**src/design/dlr_pkg.sv**
```systemverilog
package dlr_pkg;

  localparam int COORD_WIDTH_DEF = 12;
  localparam int DASH_WIDTH_DEF  = 8;

  // depth of the queue between front and back
  localparam int MID_DEPTH = 2;

  // item kinds
  localparam logic KIND_START = 1'b0;
  localparam logic KIND_STEP  = 1'b1;

  // configuration register indexes
  localparam logic CFG_DASH_ON  = 1'b0;
  localparam logic CFG_DASH_OFF = 1'b1;

  typedef struct packed {
    logic kind;
    logic steep;
    logic x_neg;
    logic y_neg;
  } line_flags_t;

endpackage

```
**src/design/dlr_fifo.sv**
```systemverilog
module dlr_fifo #(
  parameter int WIDTH = 8,
  parameter int DEPTH = 2
) (
  input  logic             clk,
  input  logic             rst,
  input  logic             push,
  input  logic [WIDTH-1:0] wdata,
  input  logic             pop,
  output logic [WIDTH-1:0] rdata,
  output logic             full,
  output logic             empty
);

  localparam int PTR_W = (DEPTH > 1) ? $clog2(DEPTH) : 1;
  localparam int CNT_W = $clog2(DEPTH + 1);
  localparam logic [PTR_W-1:0] PTR_LAST = PTR_W'(DEPTH - 1);
  localparam logic [CNT_W-1:0] CNT_FULL = CNT_W'(DEPTH);

  logic [WIDTH-1:0] slots [DEPTH];
  logic [PTR_W-1:0] wr_ptr;
  logic [PTR_W-1:0] rd_ptr;
  logic [CNT_W-1:0] count;

  logic do_push;
  logic do_pop;

  assign full    = (count == CNT_FULL);
  assign empty   = (count == '0);
  assign do_push = push && !full;
  assign do_pop  = pop && !empty;
  assign rdata   = slots[rd_ptr];

  always_ff @(posedge clk) begin
    if (rst) begin
      wr_ptr <= '0;
      rd_ptr <= '0;
      count  <= '0;
    end else begin
      if (do_push) begin
        wr_ptr <= (wr_ptr == PTR_LAST) ? '0 : wr_ptr + 1'b1;
      end
      if (do_pop) begin
        rd_ptr <= (rd_ptr == PTR_LAST) ? '0 : rd_ptr + 1'b1;
      end
      case ({do_push, do_pop})
        2'b10:   count <= count + 1'b1;
        2'b01:   count <= count - 1'b1;
        default: count <= count;
      endcase
    end
  end

  always_ff @(posedge clk) begin
    if (do_push) begin
      slots[wr_ptr] <= wdata;
    end
  end

endmodule

```
**src/design/dlr_front.sv**
```systemverilog
module dlr_front #(
  parameter int COORD_WIDTH = dlr_pkg::COORD_WIDTH_DEF
) (
  input  logic                    kind,
  input  logic [COORD_WIDTH-1:0]  start_x,
  input  logic [COORD_WIDTH-1:0]  start_y,
  input  logic [COORD_WIDTH-1:0]  end_x,
  input  logic [COORD_WIDTH-1:0]  end_y,
  output dlr_pkg::line_flags_t    flags,
  output logic [COORD_WIDTH-1:0]  major,
  output logic [COORD_WIDTH-1:0]  minor,
  output logic [COORD_WIDTH+2:0]  err_init
);
  import dlr_pkg::*;

  localparam int CW = COORD_WIDTH;

  logic signed [CW:0] dx;
  logic signed [CW:0] dy;
  logic [CW:0]        dx_abs;
  logic [CW:0]        dy_abs;
  logic [CW-1:0]      adx;
  logic [CW-1:0]      ady;
  logic               steep;

  always_comb begin
    dx     = $signed({end_x[CW-1], end_x}) - $signed({start_x[CW-1], start_x});
    dy     = $signed({end_y[CW-1], end_y}) - $signed({start_y[CW-1], start_y});
    dx_abs = dx[CW] ? -dx : dx;
    dy_abs = dy[CW] ? -dy : dy;
    adx    = dx_abs[CW-1:0];
    ady    = dy_abs[CW-1:0];
    steep  = ady > adx;

    major    = steep ? ady : adx;
    minor    = steep ? adx : ady;
    // 2*minor - major
    err_init = {2'b00, minor, 1'b0} - {3'b000, major};

    flags.kind  = kind;
    flags.steep = steep;
    flags.x_neg = dx[CW];
    flags.y_neg = dy[CW];
  end

endmodule

```
**src/design/dlr_back.sv**
```systemverilog
module dlr_back #(
  parameter int COORD_WIDTH = dlr_pkg::COORD_WIDTH_DEF,
  parameter int DASH_WIDTH  = dlr_pkg::DASH_WIDTH_DEF
) (
  input  logic                    clk,
  input  logic                    rst,
  input  logic                    item_valid,
  input  dlr_pkg::line_flags_t    flags,
  input  logic [COORD_WIDTH-1:0]  start_x,
  input  logic [COORD_WIDTH-1:0]  start_y,
  input  logic [COORD_WIDTH-1:0]  major,
  input  logic [COORD_WIDTH-1:0]  minor,
  input  logic [COORD_WIDTH+2:0]  err_init,
  input  logic [DASH_WIDTH-1:0]   dash_on,
  input  logic [DASH_WIDTH-1:0]   dash_off,
  output logic                    item_take,
  input  logic                    pop,
  output logic                    empty,
  output logic [COORD_WIDTH-1:0]  pixel_x,
  output logic [COORD_WIDTH-1:0]  pixel_y,
  output logic                    paint,
  output logic                    last_pixel
);
  import dlr_pkg::*;

  localparam int CW = COORD_WIDTH;
  localparam int DW = DASH_WIDTH;

  // walk state
  logic          active, active_next;
  logic [CW-1:0] cur_x, cur_x_next;
  logic [CW-1:0] cur_y, cur_y_next;
  logic [CW+2:0] err, err_next;
  logic [CW-1:0] major_d, major_d_next;
  logic [CW-1:0] minor_d, minor_d_next;
  logic [CW-1:0] steps_left, steps_left_next;
  logic [DW:0]   dash_count, dash_count_next;
  logic          steep, steep_next;
  logic          x_neg, x_neg_next;
  logic          y_neg, y_neg_next;

  logic          out_valid;
  logic          out_free;
  logic          out_load;
  logic          out_last;

  logic [CW-1:0] x_unit;
  logic [CW-1:0] y_unit;
  logic [CW+2:0] two_minor;
  logic [CW+2:0] two_major;
  logic          err_pos;
  logic [DW:0]   dash_inc;
  logic [DW:0]   dash_period;

  assign empty    = !out_valid;
  assign out_free = !out_valid || pop;
  assign item_take = item_valid && out_free;

  always_comb begin
    active_next     = active;
    cur_x_next      = cur_x;
    cur_y_next      = cur_y;
    err_next        = err;
    major_d_next    = major_d;
    minor_d_next    = minor_d;
    steps_left_next = steps_left;
    dash_count_next = dash_count;
    steep_next      = steep;
    x_neg_next      = x_neg;
    y_neg_next      = y_neg;
    out_load        = 1'b0;
    out_last        = 1'b0;

    x_unit      = {{(CW-1){x_neg}}, 1'b1};
    y_unit      = {{(CW-1){y_neg}}, 1'b1};
    two_minor   = {2'b00, minor_d, 1'b0};
    two_major   = {2'b00, major_d, 1'b0};
    err_pos     = !err[CW+2] && (err != '0);
    dash_inc    = dash_count + 1'b1;
    dash_period = {1'b0, dash_on} + {1'b0, dash_off};

    if (item_take) begin
      if (flags.kind == KIND_START) begin
        cur_x_next      = start_x;
        cur_y_next      = start_y;
        err_next        = err_init;
        major_d_next    = major;
        minor_d_next    = minor;
        steps_left_next = major;
        dash_count_next = '0;
        steep_next      = flags.steep;
        x_neg_next      = flags.x_neg;
        y_neg_next      = flags.y_neg;
        active_next     = (major != '0);
        out_load        = 1'b1;
        out_last        = (major == '0);
      end else if (active) begin
        if (err_pos) begin
          if (steep) begin
            cur_x_next = cur_x + x_unit;
          end else begin
            cur_y_next = cur_y + y_unit;
          end
          err_next = err + two_minor - two_major;
        end else begin
          err_next = err + two_minor;
        end
        if (steep) begin
          cur_y_next = cur_y + y_unit;
        end else begin
          cur_x_next = cur_x + x_unit;
        end
        steps_left_next = steps_left - 1'b1;
        dash_count_next = (dash_inc >= dash_period) ? '0 : dash_inc;
        out_load        = 1'b1;
        out_last        = (steps_left_next == '0);
        if (out_last) begin
          active_next = 1'b0;
        end
      end
    end
  end

  always_ff @(posedge clk) begin
    if (rst) begin
      active    <= 1'b0;
      out_valid <= 1'b0;
    end else begin
      active <= active_next;
      if (out_load) begin
        out_valid <= 1'b1;
      end else if (pop) begin
        out_valid <= 1'b0;
      end
    end
  end

  always_ff @(posedge clk) begin
    cur_x      <= cur_x_next;
    cur_y      <= cur_y_next;
    err        <= err_next;
    major_d    <= major_d_next;
    minor_d    <= minor_d_next;
    steps_left <= steps_left_next;
    dash_count <= dash_count_next;
    steep      <= steep_next;
    x_neg      <= x_neg_next;
    y_neg      <= y_neg_next;
    if (out_load) begin
      pixel_x    <= cur_x_next;
      pixel_y    <= cur_y_next;
      paint      <= (dash_count_next < {1'b0, dash_on});
      last_pixel <= out_last;
    end
  end

endmodule

```
**src/design/dashed_line_rasterizer_core.sv**
```systemverilog
// Dashed line rasteriser core.
// Input queue side: push/full. A beat is taken when push is high and full is low.
//   kind start loads the endpoints and gives the start pixel; kind step gives the
//   next pixel along the major axis. A step with no line running gives nothing.
// Result queue side: empty/pop. While empty is low the oldest pixel is on
//   pixel_x/pixel_y/paint/last_pixel; it leaves when pop is high.
// Config: cfg_write with cfg_index 0 sets the dash on length, 1 the dash off
//   length. Only write while no beats are in flight.
// The edge that takes a beat writes it into the middle queue; the walker then
//   takes it once the result register is free and loads the pixel there, where
//   it waits until it is popped.
// Throughput: one beat per cycle while pop stays high; the walker does one
//   Bresenham step (one add and compare on the error term) per cycle.
// A two-beat queue sits between the setup front and the walker, so a stalled
//   receiver first fills the result register, then the queue, then full rises.
//   Input and output are registered apart, so a beat is still taken while a
//   result waits.
// Reset: no line running, queues empty, dash on length 1, off length 0.
module dashed_line_rasterizer_core #(
  parameter int COORD_WIDTH = dlr_pkg::COORD_WIDTH_DEF,
  parameter int DASH_WIDTH  = dlr_pkg::DASH_WIDTH_DEF
) (
  input  logic                   clk,
  input  logic                   rst,
  input  logic                   push,
  output logic                   full,
  input  logic                   kind,
  input  logic [COORD_WIDTH-1:0] start_x,
  input  logic [COORD_WIDTH-1:0] start_y,
  input  logic [COORD_WIDTH-1:0] end_x,
  input  logic [COORD_WIDTH-1:0] end_y,
  output logic                   empty,
  input  logic                   pop,
  output logic [COORD_WIDTH-1:0] pixel_x,
  output logic [COORD_WIDTH-1:0] pixel_y,
  output logic                   paint,
  output logic                   last_pixel,
  input  logic                   cfg_write,
  input  logic                   cfg_index,
  input  logic [DASH_WIDTH-1:0]  cfg_data
);
  import dlr_pkg::*;

  localparam int CW     = COORD_WIDTH;
  localparam int FLAG_W = $bits(line_flags_t);
  localparam int ITEM_W = FLAG_W + 4 * CW + CW + 3;

  // dash pattern registers
  logic [DASH_WIDTH-1:0] dash_on_length;
  logic [DASH_WIDTH-1:0] dash_off_length;

  always_ff @(posedge clk) begin
    if (rst) begin
      dash_on_length  <= DASH_WIDTH'(1);
      dash_off_length <= '0;
    end else if (cfg_write) begin
      case (cfg_index)
        CFG_DASH_ON:  dash_on_length  <= cfg_data;
        CFG_DASH_OFF: dash_off_length <= cfg_data;
        default:      dash_on_length  <= dash_on_length;
      endcase
    end
  end

  // front: octant setup on the incoming beat
  line_flags_t   fr_flags;
  logic [CW-1:0] fr_major;
  logic [CW-1:0] fr_minor;
  logic [CW+2:0] fr_err;

  dlr_front #(
    .COORD_WIDTH(COORD_WIDTH)
  ) u_front (
    .kind     (kind),
    .start_x  (start_x),
    .start_y  (start_y),
    .end_x    (end_x),
    .end_y    (end_y),
    .flags    (fr_flags),
    .major    (fr_major),
    .minor    (fr_minor),
    .err_init (fr_err)
  );

  // queue between setup and walker
  logic [ITEM_W-1:0] mid_wdata;
  logic [ITEM_W-1:0] mid_rdata;
  logic              mid_full;
  logic              mid_empty;
  logic              mid_pop;

  assign mid_wdata = {fr_flags, start_x, start_y, fr_major, fr_minor, fr_err};
  assign full      = mid_full;

  dlr_fifo #(
    .WIDTH(ITEM_W),
    .DEPTH(MID_DEPTH)
  ) u_mid (
    .clk   (clk),
    .rst   (rst),
    .push  (push),
    .wdata (mid_wdata),
    .pop   (mid_pop),
    .rdata (mid_rdata),
    .full  (mid_full),
    .empty (mid_empty)
  );

  line_flags_t   bk_flags;
  logic [CW-1:0] bk_sx;
  logic [CW-1:0] bk_sy;
  logic [CW-1:0] bk_major;
  logic [CW-1:0] bk_minor;
  logic [CW+2:0] bk_err;

  assign {bk_flags, bk_sx, bk_sy, bk_major, bk_minor, bk_err} = mid_rdata;

  // back: Bresenham walker, dash counter and result register
  dlr_back #(
    .COORD_WIDTH(COORD_WIDTH),
    .DASH_WIDTH (DASH_WIDTH)
  ) u_back (
    .clk        (clk),
    .rst        (rst),
    .item_valid (!mid_empty),
    .flags      (bk_flags),
    .start_x    (bk_sx),
    .start_y    (bk_sy),
    .major      (bk_major),
    .minor      (bk_minor),
    .err_init   (bk_err),
    .dash_on    (dash_on_length),
    .dash_off   (dash_off_length),
    .item_take  (mid_pop),
    .pop        (pop),
    .empty      (empty),
    .pixel_x    (pixel_x),
    .pixel_y    (pixel_y),
    .paint      (paint),
    .last_pixel (last_pixel)
  );

  // both queues come out of reset empty
  a_reset_empty: assert property (@(posedge clk) rst |=> (empty && !full))
    else $error("queues not empty after reset");

  // walker only takes a beat when the result register can be loaded
  a_take_space: assert property (@(posedge clk) disable iff (rst)
    mid_pop |-> (empty || pop))
    else $error("beat taken with result register occupied");

  // full means the middle queue holds beats for the walker
  a_full_has_data: assert property (@(posedge clk) disable iff (rst)
    full |-> !mid_empty)
    else $error("full with empty middle queue");

endmodule

```
**config.mk**
```make
export PLATFORM = sky130hd
export DESIGN_NAME = dashed_line_rasterizer_core
export DESIGN_NICKNAME = d
export VERILOG_FILES = /design/src/design/dlr_pkg.sv /design/src/design/dlr_fifo.sv /design/src/design/dlr_front.sv /design/src/design/dlr_back.sv /design/src/design/dashed_line_rasterizer_core.sv
export SDC_FILE = /design/constraint.sdc
export NUM_CORES = 1
export LEC_CHECK = 0
export ABC_AREA = 1
export BUFFER_PORTS_ARGS = -buffer_cell sky130_fd_sc_hd__buf_2
export CAP_MARGIN = 20
export CORE_MARGIN = 1.5
export CORE_UTILIZATION = 50
export DETAILED_ROUTE_END_ITERATION = 6
export GPL_TIMING_DRIVEN = 1
export HOLD_SLACK_MARGIN = 0.02
export PLACE_DENSITY_LB_ADDON = 0.3
export SYNTH_ARGS = -nofsm -noshare
export SYNTH_HDL_FRONTEND = slang
export SYNTH_SLANG_ARGS = --single-unit
```
**constraint.sdc**
```tcl
create_clock -name clk -period 5.5 [get_ports clk]
set_input_delay 0 -clock clk [delete_from_list [all_inputs] [get_ports clk]]
set_output_delay 0 -clock clk [all_outputs]
set_load 0.01 [all_outputs]
```
Yosys cells after proc, flatten, opt, wreduce, memory -nomap -nowiden
Memory sizes are Yosys's and may differ from the RTL's. A register that Yosys moved wholly into a read port is not among the register bits. Cells that the tools add are included.

RAM bits: 134. Input bits: 63. Output and inout bits: 28. Memories: 1. Register bits: 135.

Add/subtract/negate cells: 16. Reduce and logical (&&, ||, !) cells: 20. Magnitude comparators: 3. Muxes and demuxes: 40. Equality and inequality tests: 4. Bitwise operators: 2.

Memories: u_mid.slots (depth 2, width 67, read ports 1, clocked after memory_dff 1, write ports 1, line dlr_fifo.sv:20) `logic [WIDTH-1:0] slots [DEPTH];`.

Operator list (count): $mux 12 (16); $mux 15 (3); $mux 9 (4); $sub 12x12->13 (2); $add 12x12->12 (2); $logic_not 12->1 (2); $neg 12->12 (2); $mux 1 (16); $add 15x13->15 (1); $reduce_bool 15->1 (1); $sub 15x13->15 (1); $sub 13x12->14 (1); $gt 12x12->1 (1); $reduce_bool 12->1 (1); $sub 12x1->12 const B (1); $add 8x8->9 (1); $add 9x1->9 const B (1); $ge 9x9->1 (1); $lt 9x8->1 (1); $reduce_and 2->1 (4); $eq 2x2->1 const B (2); $logic_and 1x1->1 (4); $logic_not 1->1 (4); $pmux 2 s2 (1); other kinds (9) (12).

Longest topological paths before layout
Depth after elaboration: 7. Gate-level depth with buffers: 39.

Hierarchy
From an unflattened synthesis, not the netlist that was laid out.

Cell total of the unflattened synthesis: 2069. Area total of the unflattened synthesis: 17505.5 um2.

Modules (own cells, without submodules): dlr_back (instances 1, area an instance 7885.1 um2, cells an instance 991); dlr_fifo (instances 1, area an instance 5192.5 um2, cells an instance 248); dlr_front (instances 1, area an instance 3763.6 um2, cells an instance 742); dashed_line_rasterizer_core (instances 1, area an instance 664.4 um2, cells an instance 88).

Least setup slack after synthesis
OpenSTA, ideal clock, no wires.

Path type: input-to-reg. Start point: in end_y[0]. End point: mem u_mid.slots[0][9] in the netlist's numbering (data pin). Data arrival time: 4.469 ns. Required time: 5.244 ns. Path buffers: 4. Setup slack: 0.774 ns. Cell stages on the path: 38. Cells stage by stage: inv_1 ha_1 fa_1 inv_1 nand3_1 nand2_2 nand2_2 nand2_2 nand2_2 nand2_1 nand2_1 nand2_2 buf_6 inv_1 a31oi_1 xor2_1 inv_1 ha_1 [... 2 more ...] nand3_1 nand3_4 nand2_4 buf_6 buf_6 clkbuf_1 o21ai_0 ha_1 nand3_1 nand2_1 nor2_1 nor2_4 nand2_1 nand2_1 nand2_1 nand2_1 nand2_1 nand2_1.

RTL lines: from (decl) (line dashed_line_rasterizer_core.sv:31) `input logic [COORD_WIDTH-1:0] end_y,`; to (decl) (line dlr_fifo.sv:20).

Final worst setup path
Start point: in start_y[0]. End point: mem u_mid.slots[1][11] in the netlist's numbering (data pin).

Word-level cells in the longest chain between the ends: 6. Elaborated cells between the ends (all ways): 7.

Ends and longest elaborated chain: from (decl) (line dashed_line_rasterizer_core.sv:29) `input logic [COORD_WIDTH-1:0] start_y,`; $sub 12x12->13 * (line dlr_front.sv:28) `dy = $signed({end_y[CW-1], end_y}) - $signed({start_y[CW-1], start_y});`; $neg 12->12 (line dlr_front.sv:30) `dy_abs = dy[CW] ? -dy : dy;`; $mux 12 * (line dlr_front.sv:30); $gt 12x12->1 (line dlr_front.sv:33) `steep = ady > adx;`; $mux 12 * (line dlr_front.sv:35) `major = steep ? ady : adx;`; named net fr_major[7] (line dashed_line_rasterizer_core.sv:67) `logic [CW-1:0] fr_major;`; $sub 13x12->14 * (line dlr_front.sv:38) `err_init = {2'b00, minor, 1'b0} - {3'b000, major};`; named net fr_err[11] (line dashed_line_rasterizer_core.sv:69) `logic [CW+2:0] fr_err;`.

Mark *: on every way through the listed nets, which the timed path passes. The rest lies on a longest branch.

==> results.py <==
metrics = {
    "die": {
        "die-area_sq_mm": 0.0337,
        "fp.dieH_um": 184,
        "io_pins": 91,
        "core_area_sq_mm": 0.0318,
        "die_w_um": 184,
        "rows": 65,
        "start_util": 0.512,
    },
    "power": {
        "p_per_area_mw_per_mm2": 678,
        "irDropWorstVdd_uv": 286,
        "leakage_nw": 8.51,
    },
    "clocking": {
        "cts_sinks": 266,
        "cts.clk_slew.worst_paths_ns": 0.06,
        "cts-buffers-inserted": 29,
        "clockRootBuffer": "clkbuf_16",
        "htreeDepth": 1,
        "clk_latency_ns": 0.58,
        "cts_tree": "yes",
        "postCtsSetupBuffers": 0,
        "clockBufferDepth": 3,
    },
    "route": {
        "drcViolationCount": 0,
        "drtAntennaViolNets": 0,
        "routedWlPerCell_um": 15.6,
        "viasPerCell": 5.25,
        "wl_um": 39400,
        "route.vias.total": 13200,
        "drt-initial-drc-count": 890,
        "drt_pass1_iterations": 5,
    },
    "timing": {
        "final.min_clock_period_ns": 4.99,
        "fin_setup_tns_ns": 0,
        "rsz0062_at_grt": "false",
        "holdWs_ns": 0.112,
        "maxSlewHeadroom": 0.340,
        "setup_viol": 0,
        "clock_skew_ns": 0.0125,
        "finalMaxSlewViolations": 0,
        "hold_viol": 0,
        "max_clock_freq_mhz": 200,
        "timing.final.crit_share": 0.908,
        "worst_pin_slew_ns": 0.987,
    },
    "cells_and_area": {
        "mostFrequentLayoutCell": "nand2_1",
        "multi_input_area_sq_mm": 0.00773,
        "fillers": 2763,
        "drive_gt1_frac": 0.109,
        "regArea_sq_mm": 0.00743,
        "num-nets-final": 2249,
        "mostFrequentLayoutCells": "nand2_1 (510), inv_1 (243), edfxtp_1 (210)",
        "area_delta_synth_final_pct": 14.6,
        "num_antenna_cells": 0,
    },
    "run": {
        "cap_violations": 0,
    },
    "placed_design": {
        "gp_congestion": 0.909,
        "hpwl_um": 28700,
        "io_buffer_count": 90,
    },
    "setup_path": {
        "worstRegToRegCells": 22,
        "path_class": "in2reg",
        "required_ns": 5.82,
        "r2r_start": "dash_on_length[0]$_SDFFE_PP1P_",
        "critPathMaxFanout": 31,
        "worst_ep_arrival_time_ns": 5.32,
        "critPathCaptureType": "register",
        "start_kind": "input port",
        "cp_slowest_cell": "dlygate4sd3_1",
        "slowest_delay_ns": 0.54,
        "ff2ff_setup_slack_ns": 1.16,
        "critPathMostFrequentCell": "nand2_1",
        "critPathLaunch": "start_y[0]",
        "r2r-end": "u_back.paint$_DFFE_PP_",
    },
    "global_route": {
        "grt_overflow": 0,
        "antenna_found_initial": 0,
        "grt_pass1_vias": 12900,
        "grt_pass1_wl_um": 63000,
        "grt_max_degree": 44,
        "grtUsageTotal": 0.235,
    },
    "logic_synthesis": {
        "synth-warning-count": 0,
        "yosysSeqAreaShare": 0.456,
        "synth.cell_area_sq_mm": 0.0163,
        "postSynthCellCount": 1924,
        "synth-seq-cells": 266,
        "synth_cell_types": 50,
        "synth_nets": 2107,
        "avgSynthCellArea_sq_um": 8.47,
    },
    "hold_path": {
        "min_path_cells": 6,
        "min_to": "u_mid.slots[1][64]$_DFFE_PP_",
        "min_path_type": "in2reg",
        "worst_hold_startpoint": "end_x[11]",
    },
    "status": {
        "status": "finished, final reports clean",
    },
}
-- stage by stage --
stage	area, sq um	utilization	cells	total power [mW]	setup WS [ns]
6_report	18700	0.587	2524	12.7	0.507
5_1_grt	18700	0.587	2524	13.7	0.00807
4_1_cts	18700	0.587	2523	12.6	0.338
3_5_place_dp	17200	0.542	2422	10.6	0.278
3_3_place_gp	17200	0.542	2422	10.4	0.488
2_1_floorplan	16300	-	1924	8.82	0.774
-- cell families after synthesis --
kind of cell | after synthesis | share of synthesized area
simple gates | 849 | 0.219
flops | 266 | 0.456
buf+inv | 299 | 0.0714
compound gates | 295 | 0.105
xor+xnor | 73 | 0.0392
fa+ha+maj | 120 | 0.0958
mux | 22 | 0.0135
-- Yosys cell counts, drive strengths merged --
library cell	instances	area, sq um
dfxtp	56	1120
or2	5	31.3
o211ai	3	22.5
o32ai	2	17.5
a31oi	15	93.8
buf	12	86.3
nand3	100	528
nor2	171	687
inv	253	950
a21oi	105	544
o21ai	112	568
nor4	7	43.8
xor2	56	490
nand2	537	2090
xnor2	17	149
o31ai	5	37.5
o21a	1	7.51
a32oi	1	8.76
o22ai	4	25.0
a22oi	3	22.5
a211oi	4	30.0
nand4	17	119
nand3b	5	37.5
o21bai	15	113
o221ai	21	184
fa	8	160
o311ai	2	17.5
a21o	1	7.51
ha	112	1400
nor3	7	40.0
clkinv	2	7.51
clkbuf	32	120
mux2i	22	220
a21boi	1	11.3
edfxtp	210	6310
-- power by group --
part	leakage [nW]	switching, mW	total [mW]	internal (mW)
sequential	2.43	0.370	3.78	3.41
clock	0.469	0.823	1.97	1.15
combinational	5.61	4.57	6.91	2.35
-- state kept, by name, indices dropped and copies added, names as in the netlist, named ones only --
register and cells:
u_mid.slots 130, u_back.err 15, u_back.cur_x 12, u_back.cur_y 12, u_back.major_d 12, u_back.minor_d 12, u_back.pixel_x 12, u_back.pixel_y 12
u_back.steps_left 12, u_back.dash_count 9, dash_off_length 8, dash_on_length 8, u_mid.count 2, u_back.active 1, u_back.last_pixel 1, u_back.out_valid 1
u_back.paint 1, u_back.steep 1, u_back.x_neg 1, u_back.y_neg 1, u_mid.rd_ptr 1, u_mid.wr_ptr 1
-- worst max-delay path by stage --
stage	to	slack [ns]	depth (start not counted)
finish	u_mid.slots[1][11]$_DFFE_PP_	0.51	33
global route	u_mid.slots[0][12]$_DFFE_PP_	0.008	35
CTS	u_mid.slots[1][12]$_DFFE_PP_	0.34	33
detailed placement	u_mid.slots[1][12]$_DFFE_PP_	0.28	32
global placement	u_mid.slots[0][11]$_DFFE_PP_	0.49	30
floorplan	u_mid.slots[0][9]$_DFFE_PP_	0.77	38
-- what timing repair did --
item | in CTS | in global routing
gates resized for setup | 0 | 9
setup endpoints to repair | 0 | 18
hold buffers | 47 | 0
hold endpoints to repair | 71 | 0
-- routing by layer --
metal | up-vias | wire (um) | GRT usage
met2 | 323 | 18400 | 0.406
met1 | 6124 | 18200 | 0.308
li1 | 6729 | - | -
met4 | 0 | 1040 | 0.0734
met5 | - | 0 | 0
met3 | 67 | 1790 | 0.0293
-- critical path: cells and delay by family --
family	cells	cell delay, ns
AOI/OAI and AO/OA	3	0.41
adders and majority gates	3	0.94
and+or+nand+nor	20	2.38
buffers and inverters	6	1.34
xor gates and xnor gates	1	0.24
-- area by class of cell --
type                       count  area share
inverter                     255      0.0512
clock buffer                  37      0.0421
clock inverter                17     0.00918
sequential                   266       0.398
tap                          435      0.0291
timing repair buffer         155      0.0565
multi-input combinational   1359       0.414
Note: power is estimated with default switching activity, not from simulation.
